File: src/rtl/core/sfnt_table_directory_builder_top_defines.svh
// ---------------------------------------------------------------------------
// sfnt table directory builder assertion macros
// shared property shapes for the block's concurrent checks
// ---------------------------------------------------------------------------
`ifndef SFNT_TABLE_DIRECTORY_BUILDER_TOP_DEFINES_SVH
`define SFNT_TABLE_DIRECTORY_BUILDER_TOP_DEFINES_SVH

// antecedent implies consequent in the same cycle
`define STDB_ASSERT_IMPLIES(lbl, ante, cons, msg) \
    lbl: assert property (@(posedge aclk) disable iff (!aresetn) (ante) |-> (cons)) \
        else $error(msg);

// condition must never hold
`define STDB_ASSERT_NEVER(lbl, cond, msg) \
    lbl: assert property (@(posedge aclk) disable iff (!aresetn) !(cond)) \
        else $error(msg);

`endif

File: src/rtl/core/stdb_pkg.sv
// ---------------------------------------------------------------------------
// stdb_pkg
// types and constants shared by the sfnt table directory builder
// ---------------------------------------------------------------------------
`default_nettype none

package stdb_pkg;

    localparam int MAX_TABLES   = 256;
    localparam int CNT_W        = 9;
    localparam int QUEUE_DEPTH  = 4;
    localparam int QUEUE_AW     = $clog2(QUEUE_DEPTH);
    localparam int QUEUE_CW     = $clog2(QUEUE_DEPTH + 1);

    localparam logic [31:0] TAG_CFF      = 32'h4346_4620;
    localparam logic [31:0] VERSION_OTTO = 32'h4F54_544F;
    localparam logic [31:0] VERSION_TRUE = 32'h0001_0000;
    localparam logic [31:0] HEADER_BYTES = 32'd12;

    localparam logic KIND_ENTRY  = 1'b0;
    localparam logic KIND_HEADER = 1'b1;

    typedef struct packed {
        logic [31:0] table_tag;
        logic [7:0]  data_byte;
        logic        byte_present;
        logic        table_end;
    } stdb_in_t;

    typedef struct packed {
        logic        kind;
        logic [31:0] entry_tag;
        logic [31:0] checksum;
        logic [31:0] offset;
        logic [31:0] length;
        logic [31:0] sfnt_version;
        logic [15:0] num_tables;
        logic [15:0] search_range;
        logic [3:0]  entry_selector;
        logic [15:0] range_shift;
        logic        last;
    } stdb_out_t;

    typedef struct packed {
        logic [31:0] tag;
        logic [31:0] checksum;
        logic [31:0] offset;
        logic [31:0] length;
        logic        run_end;
        logic        cff;
    } stdb_job_t;

    typedef struct packed {
        logic full;
        logic empty;
    } stdb_q_stat_t;

endpackage

`default_nettype wire

File: src/rtl/core/stdb_front.sv
// ---------------------------------------------------------------------------
// stdb_front
// accepts table bytes, keeps checksum, length and offset, queues table jobs
// ---------------------------------------------------------------------------
`default_nettype none

module stdb_front import stdb_pkg::*; (
    input  wire logic               aclk,
    input  wire logic               aresetn,
    input  wire logic               cfg_wr_en,
    input  wire logic [CNT_W-1:0]   cfg_wr_data,
    input  wire logic               s_valid,
    output logic                    s_ready,
    input  wire stdb_in_t           s_data,
    input  wire stdb_q_stat_t       q_stat,
    output logic                    push,
    output stdb_job_t               push_job,
    output logic [CNT_W-1:0]        eff_count
);

    logic [CNT_W-1:0] cnt_reg, cnt_next;
    logic [31:0]      sum_reg, sum_next;
    logic [1:0]       pos_reg, pos_next;
    logic [31:0]      len_reg, len_next;
    logic [31:0]      off_reg, off_next;
    logic [CNT_W-1:0] done_reg, done_next;
    logic             cff_reg, cff_next;

    logic             acc;
    logic [31:0]      sum_upd;
    logic [31:0]      len_upd;
    logic [1:0]       pos_upd;
    logic [CNT_W-1:0] done_inc;
    logic             run_end;
    logic             cff_upd;
    logic [CNT_W-1:0] cfg_eff;

    function automatic logic [31:0] base_offset(input logic [CNT_W-1:0] n);
        base_offset = HEADER_BYTES + (32'(n) << 4);
    endfunction

    assign s_ready   = !q_stat.full;
    assign acc       = s_valid && s_ready;
    assign eff_count = cnt_reg;

    always_comb begin
        if (cfg_wr_data == '0) begin
            cfg_eff = CNT_W'(1);
        end else if (cfg_wr_data > CNT_W'(MAX_TABLES)) begin
            cfg_eff = CNT_W'(MAX_TABLES);
        end else begin
            cfg_eff = cfg_wr_data;
        end
    end

    always_comb begin
        if (s_data.byte_present) begin
            sum_upd = sum_reg + (32'(s_data.data_byte) << {~pos_reg, 3'b000});
            len_upd = len_reg + 32'd1;
            pos_upd = pos_reg + 2'd1;
        end else begin
            sum_upd = sum_reg;
            len_upd = len_reg;
            pos_upd = pos_reg;
        end
        done_inc = done_reg + CNT_W'(1);
        run_end  = done_inc >= cnt_reg;
        cff_upd  = cff_reg || (s_data.table_tag == TAG_CFF);

        push              = acc && s_data.table_end;
        push_job.tag      = s_data.table_tag;
        push_job.checksum = sum_upd;
        push_job.offset   = off_reg;
        push_job.length   = len_upd;
        push_job.run_end  = run_end;
        push_job.cff      = cff_upd;

        cnt_next  = cnt_reg;
        sum_next  = sum_reg;
        pos_next  = pos_reg;
        len_next  = len_reg;
        off_next  = off_reg;
        done_next = done_reg;
        cff_next  = cff_reg;

        if (cfg_wr_en) begin
            cnt_next  = cfg_eff;
            sum_next  = '0;
            pos_next  = '0;
            len_next  = '0;
            off_next  = base_offset(cfg_eff);
            done_next = '0;
            cff_next  = 1'b0;
        end else if (acc) begin
            if (!s_data.table_end) begin
                sum_next = sum_upd;
                pos_next = pos_upd;
                len_next = len_upd;
            end else if (run_end) begin
                sum_next  = '0;
                pos_next  = '0;
                len_next  = '0;
                off_next  = base_offset(cnt_reg);
                done_next = '0;
                cff_next  = 1'b0;
            end else begin
                sum_next  = '0;
                pos_next  = '0;
                len_next  = '0;
                off_next  = off_reg + ((len_upd + 32'd3) & ~32'd3);
                done_next = done_inc;
                cff_next  = cff_upd;
            end
        end
    end

    always_ff @(posedge aclk) begin
        if (!aresetn) begin
            cnt_reg  <= CNT_W'(1);
            sum_reg  <= '0;
            pos_reg  <= '0;
            len_reg  <= '0;
            off_reg  <= base_offset(CNT_W'(1));
            done_reg <= '0;
            cff_reg  <= 1'b0;
        end else begin
            cnt_reg  <= cnt_next;
            sum_reg  <= sum_next;
            pos_reg  <= pos_next;
            len_reg  <= len_next;
            off_reg  <= off_next;
            done_reg <= done_next;
            cff_reg  <= cff_next;
        end
    end

endmodule

`default_nettype wire

File: src/rtl/core/stdb_queue.sv
// ---------------------------------------------------------------------------
// stdb_queue
// short job queue between the front and back parts
// ---------------------------------------------------------------------------
`default_nettype none

module stdb_queue import stdb_pkg::*; (
    input  wire logic         aclk,
    input  wire logic         aresetn,
    input  wire logic         push,
    input  wire stdb_job_t    push_job,
    input  wire logic         pop,
    output stdb_job_t         pop_job,
    output stdb_q_stat_t      q_stat
);

    stdb_job_t             entries [QUEUE_DEPTH];
    logic [QUEUE_AW-1:0]   wr_ptr_reg, wr_ptr_next;
    logic [QUEUE_AW-1:0]   rd_ptr_reg, rd_ptr_next;
    logic [QUEUE_CW-1:0]   cnt_reg, cnt_next;

    function automatic logic [QUEUE_AW-1:0] ptr_inc(input logic [QUEUE_AW-1:0] p);
        ptr_inc = (p == QUEUE_AW'(QUEUE_DEPTH - 1)) ? '0 : p + QUEUE_AW'(1);
    endfunction

    assign q_stat.full  = cnt_reg == QUEUE_CW'(QUEUE_DEPTH);
    assign q_stat.empty = cnt_reg == '0;
    assign pop_job      = entries[rd_ptr_reg];

    always_comb begin
        wr_ptr_next = push ? ptr_inc(wr_ptr_reg) : wr_ptr_reg;
        rd_ptr_next = pop ? ptr_inc(rd_ptr_reg) : rd_ptr_reg;
        cnt_next    = cnt_reg;
        if (push && !pop) begin
            cnt_next = cnt_reg + QUEUE_CW'(1);
        end else if (pop && !push) begin
            cnt_next = cnt_reg - QUEUE_CW'(1);
        end
    end

    always_ff @(posedge aclk) begin
        if (push) begin
            entries[wr_ptr_reg] <= push_job;
        end
    end

    always_ff @(posedge aclk) begin
        if (!aresetn) begin
            wr_ptr_reg <= '0;
            rd_ptr_reg <= '0;
            cnt_reg    <= '0;
        end else begin
            wr_ptr_reg <= wr_ptr_next;
            rd_ptr_reg <= rd_ptr_next;
            cnt_reg    <= cnt_next;
        end
    end

endmodule

`default_nettype wire

File: src/rtl/core/stdb_back.sv
// ---------------------------------------------------------------------------
// stdb_back
// turns queued table jobs into directory entries and the closing header
// ---------------------------------------------------------------------------
`default_nettype none

module stdb_back import stdb_pkg::*; (
    input  wire logic               aclk,
    input  wire logic               aresetn,
    input  wire stdb_q_stat_t       q_stat,
    input  wire stdb_job_t          pop_job,
    output logic                    pop,
    input  wire logic [CNT_W-1:0]   eff_count,
    output logic                    m_valid,
    input  wire logic               m_ready,
    output stdb_out_t               m_data
);

    logic      m_valid_reg, m_valid_next;
    stdb_out_t m_data_reg, m_data_next;
    logic      pend_reg, pend_next;
    logic      pend_cff_reg, pend_cff_next;

    logic      slot_free;
    stdb_out_t entry_res;
    stdb_out_t header_res;
    logic [3:0]  sel;
    logic [15:0] pow2;
    logic [15:0] sr;

    assign m_valid   = m_valid_reg;
    assign m_data    = m_data_reg;
    assign slot_free = !m_valid_reg || m_ready;
    assign pop       = slot_free && !pend_reg && !q_stat.empty;

    always_comb begin
        sel = '0;
        for (int i = 0; i < CNT_W; i++) begin
            if (eff_count[i]) begin
                sel = 4'(i);
            end
        end
        pow2 = 16'd1 << sel;
        sr   = pow2 << 4;

        header_res                = '0;
        header_res.kind           = KIND_HEADER;
        header_res.sfnt_version   = pend_cff_reg ? VERSION_OTTO : VERSION_TRUE;
        header_res.num_tables     = 16'(eff_count);
        header_res.search_range   = sr;
        header_res.entry_selector = sel;
        header_res.range_shift    = (16'(eff_count) << 4) - sr;
        header_res.last           = 1'b1;

        entry_res           = '0;
        entry_res.kind      = KIND_ENTRY;
        entry_res.entry_tag = pop_job.tag;
        entry_res.checksum  = pop_job.checksum;
        entry_res.offset    = pop_job.offset;
        entry_res.length    = pop_job.length;
    end

    always_comb begin
        m_valid_next  = m_valid_reg;
        m_data_next   = m_data_reg;
        pend_next     = pend_reg;
        pend_cff_next = pend_cff_reg;
        if (slot_free) begin
            m_valid_next = 1'b0;
            if (pend_reg) begin
                m_valid_next = 1'b1;
                m_data_next  = header_res;
                pend_next    = 1'b0;
            end else if (!q_stat.empty) begin
                m_valid_next  = 1'b1;
                m_data_next   = entry_res;
                pend_next     = pop_job.run_end;
                pend_cff_next = pop_job.cff;
            end
        end
    end

    always_ff @(posedge aclk) begin
        m_data_reg <= m_data_next;
        if (!aresetn) begin
            m_valid_reg  <= 1'b0;
            pend_reg     <= 1'b0;
            pend_cff_reg <= 1'b0;
        end else begin
            m_valid_reg  <= m_valid_next;
            pend_reg     <= pend_next;
            pend_cff_reg <= pend_cff_next;
        end
    end

endmodule

`default_nettype wire

File: src/rtl/core/sfnt_table_directory_builder_top.sv
// ---------------------------------------------------------------------------
// sfnt table directory builder
// Takes one byte of font table data per cycle and produces one directory
// entry per table and the sfnt header after the last table of a run. Input
// bytes are accepted at one per cycle whenever the four-entry job queue has
// room; each table end queues one job. The output register delivers one
// result per cycle while m_ready is high, and the run's closing header
// is one extra result. The queue absorbs it unless every table is a
// single item; then the input is held off while the header goes out.
// A write of table_count restarts the run.
// ---------------------------------------------------------------------------
`default_nettype none

`include "sfnt_table_directory_builder_top_defines.svh"

module sfnt_table_directory_builder_top import stdb_pkg::*; (
    input  wire logic               aclk,
    input  wire logic               aresetn,
    input  wire logic               cfg_wr_en,
    input  wire logic [CNT_W-1:0]   cfg_wr_data,
    input  wire logic               s_valid,
    output logic                    s_ready,
    input  wire stdb_in_t           s_data,
    output logic                    m_valid,
    input  wire logic               m_ready,
    output stdb_out_t               m_data
);

    stdb_q_stat_t     q_stat;
    logic             push;
    stdb_job_t        push_job;
    logic             pop;
    stdb_job_t        pop_job;
    logic [CNT_W-1:0] eff_count;
    logic             out_entry;
    logic             out_header;
    logic             hdr_ok;

    stdb_front u_front (
        .aclk        (aclk),
        .aresetn     (aresetn),
        .cfg_wr_en   (cfg_wr_en),
        .cfg_wr_data (cfg_wr_data),
        .s_valid     (s_valid),
        .s_ready     (s_ready),
        .s_data      (s_data),
        .q_stat      (q_stat),
        .push        (push),
        .push_job    (push_job),
        .eff_count   (eff_count)
    );

    stdb_queue u_queue (
        .aclk     (aclk),
        .aresetn  (aresetn),
        .push     (push),
        .push_job (push_job),
        .pop      (pop),
        .pop_job  (pop_job),
        .q_stat   (q_stat)
    );

    stdb_back u_back (
        .aclk      (aclk),
        .aresetn   (aresetn),
        .q_stat    (q_stat),
        .pop_job   (pop_job),
        .pop       (pop),
        .eff_count (eff_count),
        .m_valid   (m_valid),
        .m_ready   (m_ready),
        .m_data    (m_data)
    );

    assign out_entry  = m_valid && (m_data.kind == KIND_ENTRY);
    assign out_header = m_valid && (m_data.kind == KIND_HEADER);
    assign hdr_ok     = m_data.last && (m_data.num_tables == 16'(eff_count));

    `STDB_ASSERT_NEVER(a_no_push_full, push && q_stat.full, "job pushed into a full queue")
    `STDB_ASSERT_NEVER(a_no_pop_empty, pop && q_stat.empty, "job popped from an empty queue")
    `STDB_ASSERT_IMPLIES(a_offset_aligned, out_entry, m_data.offset[1:0] == 2'b00, "offset unaligned")
    `STDB_ASSERT_IMPLIES(a_header_count, out_header, hdr_ok, "header count mismatch")

endmodule

`default_nettype wire

File: config.mk
export PLATFORM = sky130hd
export DESIGN_NAME = sfnt_table_directory_builder_top
export DESIGN_NICKNAME = d
export VERILOG_FILES = /design/src/rtl/core/stdb_pkg.sv /design/src/rtl/core/stdb_front.sv /design/src/rtl/core/stdb_queue.sv /design/src/rtl/core/stdb_back.sv /design/src/rtl/core/sfnt_table_directory_builder_top.sv
export VERILOG_INCLUDE_DIRS = /design/src /design/src/rtl/core
export SDC_FILE = /design/constraint.sdc
export NUM_CORES = 1
export LEC_CHECK = 0
export BUFFER_PORTS_ARGS = -buffer_cell sky130_fd_sc_hd__clkbuf_2
export CAP_MARGIN = 20
export CORE_ASPECT_RATIO = 0.7
export CORE_MARGIN = 4
export CORE_UTILIZATION = 55
export DETAILED_ROUTE_END_ITERATION = 10
export PLACE_DENSITY = 0.77
export SYNTH_ARGS = -nofsm -noshare
export SYNTH_HDL_FRONTEND = slang
export SYNTH_HIERARCHICAL = 1
export SYNTH_SLANG_ARGS = --single-unit
File: constraint.sdc
create_clock -name aclk -period 11 [get_ports aclk]
set_clock_uncertainty 0.1 [all_clocks]
set_input_delay 1.65 -clock aclk [delete_from_list [all_inputs] [get_ports aclk]]
set_output_delay 1.65 -clock aclk [all_outputs]
set_load 0.02 [all_outputs]
==> key figures <==
Synthesis
  • Largest family of logic cells by synthesized area: simple AND/OR/NAND/NOR gates
  • Post-Synth Adder-Cell Area: 3.189%
  • Post-synthesis mux area share: under 10%
  • Ys async rst share: 0%
  • Synth Warn #: 6
  • Mean post-synth cell area: 14.73 sq um
  • Post-synth EDFFs: 687
  • Synth Area in Compound Gates: roughly 7%
  • Distinct cells, synth: 90
  • Main flop type after synthesis: edfxtp_1
  • Synth Instances: 2,461
  • Post-Synth Simple-Gate Area: 10.03%
  • Post-synthesis register bit count: 814
  • Mapped Area: 36,260 sq um
  • Post-synthesis sequential area ratio: between 60% and 70%
  • XOR/XNOR share of the synthesized area: 2.464%

Placement
  • # placed instances: ~3,400
  • Placer Congestion: 0.9085
  • Number of port buffers: 241
  • Detail Placement HPWL: 49,710 um

Timing
  • Count of final hold-check violations: 0
  • Slew HR: 26.50%
  • Worst Tran Pin Value: ~1.1 ns
  • Final worst path period need: 7.284 ns
  • Setup_tns: 0 ns
  • Achievable Freq: 137.3 MHz
  • RSZ-0062 raised after global routing: no
  • Final setup fails: 0
  • Final Cycle Share: 66.22%
  • Fin. max-slew vios: 0

Layout
  • Ratio of cells with drive above 1 in the final layout: 21.62%
  • Final cell count without fillers: around 3,600
  • Number of diodes: 0
  • Multi-input gate area: between 10,000 and 15,000 sq um
  • Nets: between 2,000 and 3,000
  • Commonest cells after routing, fill and taps aside: edfxtp_1 (687), clkbuf_2 (241), nor2b_1 (170)
  • Synth-to-Final Area Change: 10.63%
  • Commonest non-fill, non-tap cell in the layout: edfxtp_1
  • Fill count: 4,772
  • Flip-flop count of the largest register after layout: 520
  • Register cell area after layout: 23,180 sq um

Run
  • Max Cap Viol: 0

Critical path
  • Buffers & Inverters on Critical Path: 2
  • CP required: 11.44 ns
  • Critical Path End Type: register
  • CP peak stage delay: 0.61 ns
  • CP Max Fanout: 51
  • Worst reg2reg path depth: 21
  • WP data arrival: 7.72 ns
  • WS Path Type: input port to register
  • CP endpoint: u_front/off_reg[31]$_SDFFE_PN0P_
  • Reg2reg setup slack: 4.84 ns
  • Slowest-stage cell, CP: a2111oi_2
  • Worst Setup SP: s_data[1]
  • CP delay by family, top: simple AND/OR/NAND/NOR gates
  • R2R Path Start: u_front/len_reg[0]$_SDFFE_PP0P_
  • Critical path depth: 22
  • CP startpoint kind: input port
  • End of the worst register-to-register path: u_front/off_reg[31]$_SDFFE_PN0P_
  • Worst-path cell chain: clkbuf_2, buf_4, nand4_2, xor2_1, a2111oi_2, nand4_1, or2_1, nor2b_2, nand3_1, nor2b_1, xnor2_1, ha_1, a21oi_1, o21bai_1, a221oi_1, a31oi_1, a31oi_1, nand3_1, a41oi_1, xnor2_1, or3_1, o21ai_2

Floorplan
  • IO Pins: 272
  • Die width: 314.9 um
  • Die ar.: 70,160 sq um
  • Die H: 222.8 um
  • Core Region: 65,000 sq um
  • Starting Density: 55.78%
  • Rows: 78

Global routing
  • First-pass GRT wire length: 120,000 um
  • GR Overflow Total: 0
  • Vias in the first global route: 20,580
  • Total GRT Usage: 21.95%
  • Initial antenna violation count: 1
  • Pin count of the biggest net entering global routing: 70

CTS
  • Root Driver: clkbuf_16
  • Worst skew pair latency: 0.61 ns
  • CTS tree: done
  • Clock slew at reported path FFs: 0.06 ns
  • CTS resizes: 0
  • Cts hold-fix bufs: 0
  • # clock sinks: 814
  • CTS buffer count: 77
  • Max Buffers Root-to-Sink: 3
  • # H-tree levels: 3
  • Post-CTS setup buffers: 0

Routing
  • Vias per std cell: 5.858
  • DR WL/cell: 21.57 um
  • Residual DRC: 0
  • Starting DRC count in detailed routing: 2,035
  • Drt total wl: 77,460 um
  • Post-route ant nets: 0
  • DR pass1 iterations: 6
  • DR vias: about 21,000

Power and ir drop
  • Static Leak: about 0.015 uW
  • Maximum VDD drop: 0.2428 mV
  • Cell Pwr Density: 218.6 nW/um^2

Outcome
  • Status: finished, final reports clean

Min path
  • Hold crit path type: register to register
==> worst min path at each step <==
stage | from | endpoint | cells past startpoint
floorplan | u_back/pend_reg$_SDFFE_PN0N_ | u_back/m_data[213]$_SDFFCE_PP1P_ | 0
global placement | u_front/len_reg[18]$_SDFFE_PP0P_ | u_front/len_reg[18]$_SDFFE_PP0P_ | 2
detailed placement | u_front/len_reg[18]$_SDFFE_PP0P_ | u_front/len_reg[18]$_SDFFE_PP0P_ | 2
CTS | u_front/len_reg[18]$_SDFFE_PP0P_ | u_front/len_reg[18]$_SDFFE_PP0P_ | 2
global route | u_front/len_reg[18]$_SDFFE_PP0P_ | u_front/len_reg[18]$_SDFFE_PP0P_ | 2
finish | u_front/len_reg[18]$_SDFFE_PP0P_ | u_front/len_reg[18]$_SDFFE_PP0P_ | 2
==> logic make-up after synthesis <==
kind of cell / Yosys count
buffers and inverters: 250
multiplexers: 169
XOR/XNOR: 102
AO/OA/AOI/OAI: 378
adder cells (fa/ha/maj): 90
AND/OR/NAND/NOR: 656
flip-flops: 814
other: 2
==> metrics by stage <==
step | total power [uW] | area, sq um | worst slack (ns) | utilization, % | hold WS, ns
2_1_floorplan | 5802 | 36380 | 0.3722 | - | 0.3029
5_1_grt | 9170 | 40110 | 3.260 | 61.71 | 0.4173
3_5_place_dp | 6320 | 37630 | 3.200 | 57.89 | 0.3730
3_3_place_gp | 6281 | 37630 | 3.241 | 57.89 | 0.3601
6_report | 8766 | 40110 | 3.716 | 61.71 | 0.3827
4_1_cts | 8864 | 40030 | 3.807 | 61.58 | 0.3828
==> worst reg2reg max path, delay by kind of cell (launching register included) <==
kind / cells / cell delay [ns]
DFF: 1 / 0.53
xor gates and xnor gates: 2 / 0.27
AOI/OAI and AO/OA: 10 / 2.51
and+or+nand+nor: 7 / 2.00
adders and majority gates: 2 / 0.68
==> cells in the mapped netlist (all sizes together), types with 7 or more instances <==
| library cell | instances | area (sq um) |
|---|---|---|
| nand2b | 14 | 87.58 |
| buf | 130 | 1056 |
| nor2b | 172 | 1081 |
| nand3 | 36 | 197.7 |
| o21a | 15 | 112.6 |
| a21o | 38 | 285.3 |
| nand3b | 11 | 82.58 |
| a22oi | 60 | 450.4 |
| or4 | 9 | 71.32 |
| a211oi | 16 | 120.1 |
| mux2 | 28 | 315.3 |
| xor2 | 39 | 341.6 |
| ha | 86 | 1076 |
| nand4 | 19 | 140.1 |
| clkbuf | 62 | 234.0 |
| or2 | 9 | 56.31 |
| a21boi | 12 | 90.09 |
| mux4 | 130 | 2928 |
| a31oi | 15 | 93.84 |
| dfxtp | 127 | 2542 |
| nor2 | 149 | 566.8 |
| o21bai | 7 | 52.55 |
| a21oi | 84 | 420.4 |
| and3 | 26 | 162.7 |
| nor4 | 18 | 155.1 |
| mux2i | 11 | 110.1 |
| or3 | 14 | 87.58 |
| nor3 | 32 | 170.2 |
| o31ai | 9 | 72.57 |
| and2 | 50 | 314.1 |
| o21ai | 70 | 357.8 |
| xnor2 | 63 | 551.8 |
| nand2 | 78 | 292.8 |
| edfxtp | 687 | 20630 |
| inv | 57 | 214.0 |
==> metal layers <==
layer  GRT usage, %  part of all wire (%)  routed length, um  vias to the layer above
met5              0                 0.015                 12                        -
met4          4.886                   1.7               1345                        2
met3          4.047                   7.0               5417                      112
met2          33.18                    45              34970                      771
met1          33.51                    46              35710                    10520
li1               -                     -                  -                     9627
==> layout make-up <==
cell class	count	area share, %
clock buffer	97	5.172
clock inverter	43	0.8173
inverter	58	0.5428
multi-input combinational	1430	29.24
sequential	814	57.80
tap	880	2.745
timing repair buffer	269	3.681
==> where the power goes <==
part	switching [uW]	total, uW	internal (uW)
registers	196	4150	3950
logic	1340	2090	743
clock network	1130	2530	1400
Note: power is estimated with default switching activity, not from simulation.
